## config.mk

```make
export PLATFORM = sky130hd
export DESIGN_NAME = symmetric_flow_worker_hash_unit
export DESIGN_NICKNAME = d
export VERILOG_FILES = /design/src/rtl/sfwh_pkg.sv /design/src/rtl/sfwh_hash.sv /design/src/rtl/sfwh_mod.sv /design/src/rtl/symmetric_flow_worker_hash_unit.sv
export SDC_FILE = /design/constraint.sdc
export NUM_CORES = 2
export LEC_CHECK = 0
export BUFFER_PORTS_ARGS = -buffer_cell sky130_fd_sc_hd__buf_2
export CORE_MARGIN = 3
export CORE_UTILIZATION = 50
export CTS_CLUSTER_SIZE = 30
export DETAILED_ROUTE_END_ITERATION = 12
export PLACE_DENSITY = 0.7
export SLEW_MARGIN = 40
export SYNTH_ARGS = -nofsm -noshare
export SYNTH_HDL_FRONTEND = slang
export SYNTH_SLANG_ARGS = --single-unit
```

## constraint.sdc

```tcl
create_clock -name clk_i -period 21.4 [get_ports clk_i]
set_input_delay 6.42 -clock clk_i [delete_from_list [all_inputs] [get_ports clk_i]]
set_output_delay 6.42 -clock clk_i [all_outputs]
set_load 0.02 [all_outputs]
```

## src/rtl/sfwh_pkg.sv

```systemverilog
`timescale 1ns / 1ps
// ----------------------------------------------------------------------------
// sfwh_pkg: shared definitions for the symmetric flow worker hash unit
// Field widths, hash constants, pipeline depths and the beat type that
// travels from the hash pipeline to the modulo pipeline.
// ----------------------------------------------------------------------------
package sfwh_pkg;

  localparam int unsigned ADDR_W         = 32;
  localparam int unsigned PORT_W         = 16;
  localparam int unsigned PROTO_W        = 8;
  localparam int unsigned HASH_W         = 32;
  localparam int unsigned COUNT_W        = 11;
  localparam int unsigned WORKER_INDEX_W = 10;

  localparam logic [COUNT_W-1:0] MAX_WORKERS        = COUNT_W'(1024);
  localparam logic [COUNT_W-1:0] WORKER_COUNT_RESET = COUNT_W'(1);

  localparam logic [HASH_W-1:0] MIX_MUL_A = 32'h85eb_ca6b;
  localparam logic [HASH_W-1:0] MIX_MUL_B = 32'hc2b2_ae35;
  localparam int unsigned       MIX_SHIFT_WIDE   = 16;
  localparam int unsigned       MIX_SHIFT_NARROW = 13;
  localparam int unsigned       FOLD_SHIFT       = 5;   // times 32, minus one copy

  localparam int unsigned HASH_STAGES = 7;
  localparam int unsigned DIV_BITS    = 4;
  localparam int unsigned MOD_STAGES  = HASH_W / DIV_BITS;
  localparam int unsigned LATENCY     = HASH_STAGES + MOD_STAGES;

  typedef struct packed {
    logic              valid;
    logic [HASH_W-1:0] hash;
  } hash_beat_t;

endpackage

```

## src/rtl/sfwh_hash.sv

```systemverilog
`timescale 1ns / 1ps
// ----------------------------------------------------------------------------
// sfwh_hash: seven-stage flow hash pipeline
// Orders the ports, folds the tuple with multiply-by-31-and-add and runs the
// murmur3 32-bit finalizer, with its two multiplies in separate stages.
// ----------------------------------------------------------------------------
module sfwh_hash (
  input  logic                         clk_i,
  input  logic                         rst_ni,
  input  logic                         valid_i,
  input  logic [sfwh_pkg::ADDR_W-1:0]  source_address_i,
  input  logic [sfwh_pkg::ADDR_W-1:0]  destination_address_i,
  input  logic [sfwh_pkg::PORT_W-1:0]  source_port_i,
  input  logic [sfwh_pkg::PORT_W-1:0]  destination_port_i,
  input  logic [sfwh_pkg::PROTO_W-1:0] protocol_number_i,
  output sfwh_pkg::hash_beat_t         hash_o
);
  import sfwh_pkg::*;

  function automatic logic [HASH_W-1:0] fold31(input logic [HASH_W-1:0] h,
                                               input logic [HASH_W-1:0] x);
    return (h << FOLD_SHIFT) - h + x;
  endfunction

  logic [HASH_STAGES-1:0] valid_q;

  logic [HASH_W-1:0]  s1_hash_q, s2_hash_q, s3_hash_q, s4_hash_q;
  logic [HASH_W-1:0]  s5_hash_q, s6_hash_q, s7_hash_q;
  logic [PORT_W-1:0]  s1_lo_port_q, s1_hi_port_q, s2_hi_port_q;
  logic [PROTO_W-1:0] s1_proto_q, s2_proto_q, s3_proto_q;

  logic [HASH_W-1:0] s1_hash_d, s4_hash_d, s4_hash_mix, s6_hash_mix, s7_hash_d;
  logic              port_swap;

  // The address XOR is symmetric already, so only the ports need ordering.
  assign s1_hash_d   = source_address_i ^ destination_address_i;
  assign port_swap   = destination_port_i < source_port_i;
  assign s4_hash_d   = fold31(s3_hash_q, HASH_W'(s3_proto_q));
  assign s4_hash_mix = s4_hash_d ^ (s4_hash_d >> MIX_SHIFT_WIDE);
  assign s6_hash_mix = s5_hash_q ^ (s5_hash_q >> MIX_SHIFT_NARROW);
  assign s7_hash_d   = s6_hash_q ^ (s6_hash_q >> MIX_SHIFT_WIDE);

  always_ff @(posedge clk_i or negedge rst_ni) begin
    if (!rst_ni) begin
      valid_q <= '0;
    end else begin
      valid_q <= {valid_q[HASH_STAGES-2:0], valid_i};
    end
  end

  always_ff @(posedge clk_i) begin
    s1_hash_q    <= s1_hash_d;
    s1_lo_port_q <= port_swap ? destination_port_i : source_port_i;
    s1_hi_port_q <= port_swap ? source_port_i : destination_port_i;
    s1_proto_q   <= protocol_number_i;

    s2_hash_q    <= fold31(s1_hash_q, HASH_W'(s1_lo_port_q));
    s2_hi_port_q <= s1_hi_port_q;
    s2_proto_q   <= s1_proto_q;

    s3_hash_q    <= fold31(s2_hash_q, HASH_W'(s2_hi_port_q));
    s3_proto_q   <= s2_proto_q;

    s4_hash_q    <= s4_hash_mix;
    s5_hash_q    <= s4_hash_q * MIX_MUL_A;
    s6_hash_q    <= s6_hash_mix * MIX_MUL_B;
    s7_hash_q    <= s7_hash_d;
  end

  assign hash_o.valid = valid_q[HASH_STAGES-1];
  assign hash_o.hash  = s7_hash_q;

endmodule

```

## src/rtl/sfwh_mod.sv

```systemverilog
`timescale 1ns / 1ps
// ----------------------------------------------------------------------------
// sfwh_mod: pipelined modulo by the worker count
// Restoring remainder computation, four dividend bits per stage over eight
// stages; the quotient is never formed.
// ----------------------------------------------------------------------------
module sfwh_mod (
  input  logic                                clk_i,
  input  logic                                rst_ni,
  input  sfwh_pkg::hash_beat_t                hash_i,
  input  logic [sfwh_pkg::COUNT_W-1:0]        count_i,
  output logic                                done_o,
  output logic [sfwh_pkg::WORKER_INDEX_W-1:0] worker_index_o
);
  import sfwh_pkg::*;

  // The remainder stays below the count, which is at most MAX_WORKERS, so a
  // shifted remainder fits the count width and one subtract restores it.
  function automatic logic [WORKER_INDEX_W-1:0] mod_step(
    input logic [WORKER_INDEX_W-1:0] rem,
    input logic [DIV_BITS-1:0]       bits,
    input logic [COUNT_W-1:0]        cnt
  );
    logic [COUNT_W-1:0]        t;
    logic [WORKER_INDEX_W-1:0] r;
    r = rem;
    for (int k = DIV_BITS - 1; k >= 0; k--) begin
      t = {r, bits[k]};
      if (t >= cnt) begin
        t = t - cnt;
      end
      r = t[WORKER_INDEX_W-1:0];
    end
    return r;
  endfunction

  logic                      valid_q [MOD_STAGES];
  logic [HASH_W-1:0]         dvd_q   [MOD_STAGES];
  logic [WORKER_INDEX_W-1:0] rem_q   [MOD_STAGES];

  for (genvar s = 0; s < MOD_STAGES; s++) begin : g_stage
    logic                      valid_in;
    logic [HASH_W-1:0]         dvd_in;
    logic [WORKER_INDEX_W-1:0] rem_in;

    if (s == 0) begin : g_first
      assign valid_in = hash_i.valid;
      assign dvd_in   = hash_i.hash;
      assign rem_in   = '0;
    end else begin : g_next
      assign valid_in = valid_q[s-1];
      assign dvd_in   = dvd_q[s-1];
      assign rem_in   = rem_q[s-1];
    end

    always_ff @(posedge clk_i or negedge rst_ni) begin
      if (!rst_ni) begin
        valid_q[s] <= 1'b0;
      end else begin
        valid_q[s] <= valid_in;
      end
    end

    always_ff @(posedge clk_i) begin
      dvd_q[s] <= dvd_in << DIV_BITS;
      rem_q[s] <= mod_step(rem_in, dvd_in[HASH_W-1 -: DIV_BITS], count_i);
    end
  end

  // A count of zero selects worker 0; a count of one gives 0 by itself.
  assign done_o         = valid_q[MOD_STAGES-1];
  assign worker_index_o = (count_i == '0) ? '0 : rem_q[MOD_STAGES-1];

endmodule

```

## src/rtl/symmetric_flow_worker_hash_unit.sv

```systemverilog
`timescale 1ns / 1ps
// ----------------------------------------------------------------------------
// symmetric_flow_worker_hash_unit: symmetric five-tuple to worker steering
// Hashes a flow five-tuple so both directions agree, mixes it with the
// murmur3 finalizer and reduces it modulo the configured worker count.
// ----------------------------------------------------------------------------
//  Channel   Handshake                    Payload
//  -------   ---------------------------  -----------------------------------
//  input     start high, busy low         addresses, ports, protocol number
//  result    done_o strobe, one cycle     worker_index_o
//  config    worker_count_we_i            worker_count_wdata_i (11 bits)
//
//  One tuple is taken every cycle; each result passes through the 7 hash
//  stages, then the 8 modulo stages of 4 bits each.
//  busy is always low: the pipeline never stalls and the receiver cannot
//  hold results off, so nothing waits inside.
//  Reset clears the stage valid bits and sets the worker count to 1.
//  Counts above 1024 are used as 1024; counts of 0 or 1 give worker 0.
// ----------------------------------------------------------------------------
module symmetric_flow_worker_hash_unit (
  input  logic                                clk_i,
  input  logic                                rst_ni,
  input  logic                                start,
  output logic                                busy,
  input  logic [sfwh_pkg::ADDR_W-1:0]         source_address_i,
  input  logic [sfwh_pkg::ADDR_W-1:0]         destination_address_i,
  input  logic [sfwh_pkg::PORT_W-1:0]         source_port_i,
  input  logic [sfwh_pkg::PORT_W-1:0]         destination_port_i,
  input  logic [sfwh_pkg::PROTO_W-1:0]        protocol_number_i,
  output logic                                done_o,
  output logic [sfwh_pkg::WORKER_INDEX_W-1:0] worker_index_o,
  input  logic                                worker_count_we_i,
  input  logic [sfwh_pkg::COUNT_W-1:0]        worker_count_wdata_i
);
  import sfwh_pkg::*;

  logic [COUNT_W-1:0] worker_count_q, worker_count_d;
  logic [COUNT_W-1:0] count_eff;
  logic               accept;
  hash_beat_t         hash_beat;

  assign busy   = 1'b0;
  assign accept = start && !busy;

  assign worker_count_d = worker_count_we_i ? worker_count_wdata_i : worker_count_q;

  always_ff @(posedge clk_i or negedge rst_ni) begin
    if (!rst_ni) begin
      worker_count_q <= WORKER_COUNT_RESET;
    end else begin
      worker_count_q <= worker_count_d;
    end
  end

  // The register keeps the written value; only the count in use saturates.
  assign count_eff = (worker_count_q > MAX_WORKERS) ? MAX_WORKERS : worker_count_q;

  sfwh_hash u_hash (
    .clk_i                 (clk_i),
    .rst_ni                (rst_ni),
    .valid_i               (accept),
    .source_address_i      (source_address_i),
    .destination_address_i (destination_address_i),
    .source_port_i         (source_port_i),
    .destination_port_i    (destination_port_i),
    .protocol_number_i     (protocol_number_i),
    .hash_o                (hash_beat)
  );

  sfwh_mod u_mod (
    .clk_i          (clk_i),
    .rst_ni         (rst_ni),
    .hash_i         (hash_beat),
    .count_i        (count_eff),
    .done_o         (done_o),
    .worker_index_o (worker_index_o)
  );

  // Every transfer produces exactly one result after the fixed latency.
  a_result_follows: assert property (@(posedge clk_i) disable iff (!rst_ni)
    accept |-> ##LATENCY done_o)
    else $error("transfer did not produce a result after the pipeline latency");

  a_no_spurious: assert property (@(posedge clk_i) disable iff (!rst_ni)
    done_o |-> $past(accept, LATENCY))
    else $error("result strobe without a matching transfer");

  // The hash stage hands a beat to the modulo pipeline in lockstep with the input.
  a_hash_timing: assert property (@(posedge clk_i) disable iff (!rst_ni)
    hash_beat.valid |-> $past(accept, HASH_STAGES))
    else $error("hash beat out of step with the transfers");

endmodule
```

==> out/summary.log <==
INFO  setup_path     crit_required=21.91ns
INFO  cts            clock_latency=0.65ns
INFO  place          post_dp_cell_area=56700um2
INFO  grt            grt_first_pass_wirelength=215mm
INFO  drt            detailedRoute.firstPassIterationCount=5
INFO  setup_path     critical-path-slowest-cell=sky130_fd_sc_hd__o31ai_1
INFO  synth          yosys_most_used_dff=sky130_fd_sc_hd__dfxtp_1
INFO  synth          synth_area=54200um2
INFO  floorplan      core-area=107000um2
INFO  floorplan      floorplan.die_area=112000um2
INFO  cts            cts_tree=yes
INFO  hold_path      worstHoldPathType=flip-flop to flip-flop
INFO  timing         timing.final.crit_share=0.510
INFO  flow_run       cap_viol_max_count=0
INFO  setup_path     cpMostUsedCell=sky130_fd_sc_hd__ha_1
INFO  setup_path     critical_path_arrival=11.44ns
INFO  grt            globalRouteOverflowTotal=0
INFO  synth          yosysWarningCount=0
INFO  drt            via_count=41300
INFO  cts            post_cts_resize_count=0
INFO  timing         maxSlewViolCount=0
INFO  finish         final-instance-count-excl-fill=7453
INFO  drt            avgRoutedWirePerCell=18.0um
INFO  grt            track_usage=0.237
INFO  drt            drc_errors=0
INFO  cts            clock-root-buffer=sky130_fd_sc_hd__clkbuf_16
INFO  timing         tightest_slew=0.800ns
INFO  floorplan      initial_utilization=0.505
INFO  synth          yosysTopAreaCell=sky130_fd_sc_hd__ha_1
INFO  grt            grt_antenna_before_repair=5
INFO  finish         layout.nets=7472
INFO  setup_path     cp-end-kind=flip-flop
INFO  timing         period_needed=10.92ns
INFO  setup_path     worstReg2RegStart=worker_count_q[10]
INFO  cts            cts_hold_buf=0
INFO  grt            grt_pass1_vias=41000
INFO  drt            vias_per_cell=5.54
INFO  cts            tritoncts_num_sinks=514
INFO  synth          post_synth_main_area_contributors=sky130_fd_sc_hd__ha_1 21%, sky130_fd_sc_hd__dfxtp_1 18%, sky130_fd_sc_hd__fa_1 17%
INFO  synth          synth-edff-count=0
INFO  status         status=finished clean
INFO  setup_path     crit_type=flip-flop to flip-flop
INFO  finish         drive_above_1_share=0.0808
INFO  floorplan      boundaryPins=131
INFO  floorplan      die-width=335um
INFO  timing         skew=0.0350ns
INFO  timing         fmax=91.5MHz
INFO  finish         final_cell_area=58700um2
INFO  synth          synthesis.instances=5848
INFO  timing         grt_setup_unrepaired=false
INFO  cts            cts_setup_buffers=0
INFO  setup_path     crit_startpoint=worker_count_q[10]
INFO  drt            first_iter_violations=2749
INFO  hold_path      worstHoldStart=u_mod.dvd_q[0][23]
INFO  synth          yosysSeqAreaShare=0.192
INFO  synth          syn_avg_cell_area=9.27um2
INFO  synth          synthesis.nets=7317
INFO  cts            clock_slew_at_reported_path_ffs=0.06ns
INFO  place          place.port_buffers=129
INFO  timing         final.setup.tns=0ns
INFO  place          gp_routability_congestion=0.958
INFO  drt            antenna_left=0
INFO  cts            cts_made_buffers=56
INFO  finish         areaGrowthSynthToFinish=8.22%
INFO  synth          asyncSetResetFlopFracSynth=0.0506
INFO  synth          yosys.cell_count.top_type=sky130_fd_sc_hd__inv_1
INFO  cts            cts_max_path_buffers=3
INFO  finish         fin_util=0.546
INFO  synth          ys_ff_latch=514
INFO  synth          netlist.area_leader.share=0.207
INFO  finish         filler_cell_count=9569
INFO  floorplan      die_y=335um
INFO  place          hpwl_dp=110mm
INFO  setup_path     critical_path.max_fanout=26
INFO  timing         timing.slew.headroom=0.462
INFO  timing         finalSetupViolCount=0
INFO  timing         finalHoldViolations=0
INFO  synth          ys_types=90
INFO  floorplan      core.rowCount=120
INFO  grt            largest_net_degree_at_the_start_of_global_routing=65
INFO  setup_path     cp_slowest_stage_delay=0.61ns
INFO  cts            htree_levels=2
INFO  place          place.detailed.instances=7348
INFO  drt            wl=134mm
INFO  finish         antennaDiodeCount=0
INFO  setup_path     crit_path_start_kind=flip-flop
INFO  synth          ys_top_cells_by_count=955 x sky130_fd_sc_hd__inv_1, 896 x sky130_fd_sc_hd__ha_1, 488 x sky130_fd_sc_hd__dfxtp_1, 454 x sky130_fd_sc_hd__fa_1, 334 x sky130_fd_sc_hd__a21oi_1
[path summary, 6_finish.rpt]
kind / end / slack [ns] / cells past startpoint
hold / removal: u_mod.dvd_q[0][55] / 0.32 / 0
setup / recovery: u_mod.rem_q[1][37] / 10.48 / 37
hold reg to reg: u_mod.dvd_q[0][55] / 0.32 / 0
min in group asynchronous: worker_count_q[6] / 5.77 / 1
setup reg to reg: u_mod.rem_q[1][37] / 10.48 / 37
max in group asynchronous: worker_count_q[10] / 15.21 / 1
[metrics by stage]
step / worst slack (ns) / hold WS, ns
floorplan: 10.60 / 0.310
global route: 9.57 / 0.326
CTS: 10.53 / 0.323
detailed placement: 10.59 / 0.312
finish: 10.48 / 0.324
global placement: 10.16 / 0.311
[state kept, by name, summed over array words and instances (netlist names), 11 cells and up]
signal / flops
u_mod.dvd_q: 112
u_mod.rem_q: 80
u_hash.s1_hash_q: 32
u_hash.s2_hash_q: 32
u_hash.s3_hash_q: 32
u_hash.s4_hash_q: 32
u_hash.s5_hash_q: 32
u_hash.s6_hash_q: 32
u_hash.s7_hash_q: 32
u_hash.s1_hi_port_q: 16
u_hash.s1_lo_port_q: 16
u_hash.s2_hi_port_q: 16
worker_count_q: 11
[critical path: cells and delay by family (launching register included)]
family	cells	cell delay [ns]
AOI/OAI and AO/OA	19	4.90
adders and majority gates	4	1.33
buffers and inverters	3	1.16
DFF	1	0.47
muxes	2	0.55
and+or+nand+nor	9	2.39
[cell type report]
type,count,area (um2),area share
flip-flops and latches,514,10400,0.178
well taps,1403,1760,0.0299
clock inverters,35,408,0.00695
multi-input cells,4311,40000,0.683
inverters,955,3580,0.0611
repair buffers,165,916,0.0156
clock buffers,70,1530,0.0262
[cells in the final DEF, fill, tap and decap left out, drive strengths merged, types with 78 or more instances in the layout]
master and instances:
ha 896, xor2 170, buf 165, and3 94
fa 454, nor3 80, nand2 191, nor2b 81
nand4 78, a21oi 334, nor2 273, mux2 162
xnor2 306, o21ai 245, a21o 131, inv 964
nand2b 88, nand3 98, dfxtp 488
[kinds of logic after synthesis]
family	Yosys count	share of synthesized area
AOI/OAI and AO/OA	1169	0.139
xor gates and xnor gates	477	0.0773
adders and majority gates	1350	0.375
buffers and inverters	1023	0.0709
DFF	514	0.192
muxes	194	0.0404
other	1	0.0000692
and+or+nand+nor	1120	0.105
[layer usage]
layer | wire (um) | global-route usage | vias up | share of wire
met1 | 61400 | 0.324 | 19800 | 0.46
met4 | 3180 | 0.0573 | 0 | 0.024
met3 | 7150 | 0.0331 | 216 | 0.053
li1 | - | - | 20300 | -
met2 | 62500 | 0.395 | 948 | 0.47
met5 | 0 | 0 | - | 0
Power is not shown: default switching activity piles up to over one toggle a cycle in this logic, so the estimate is an artifact.
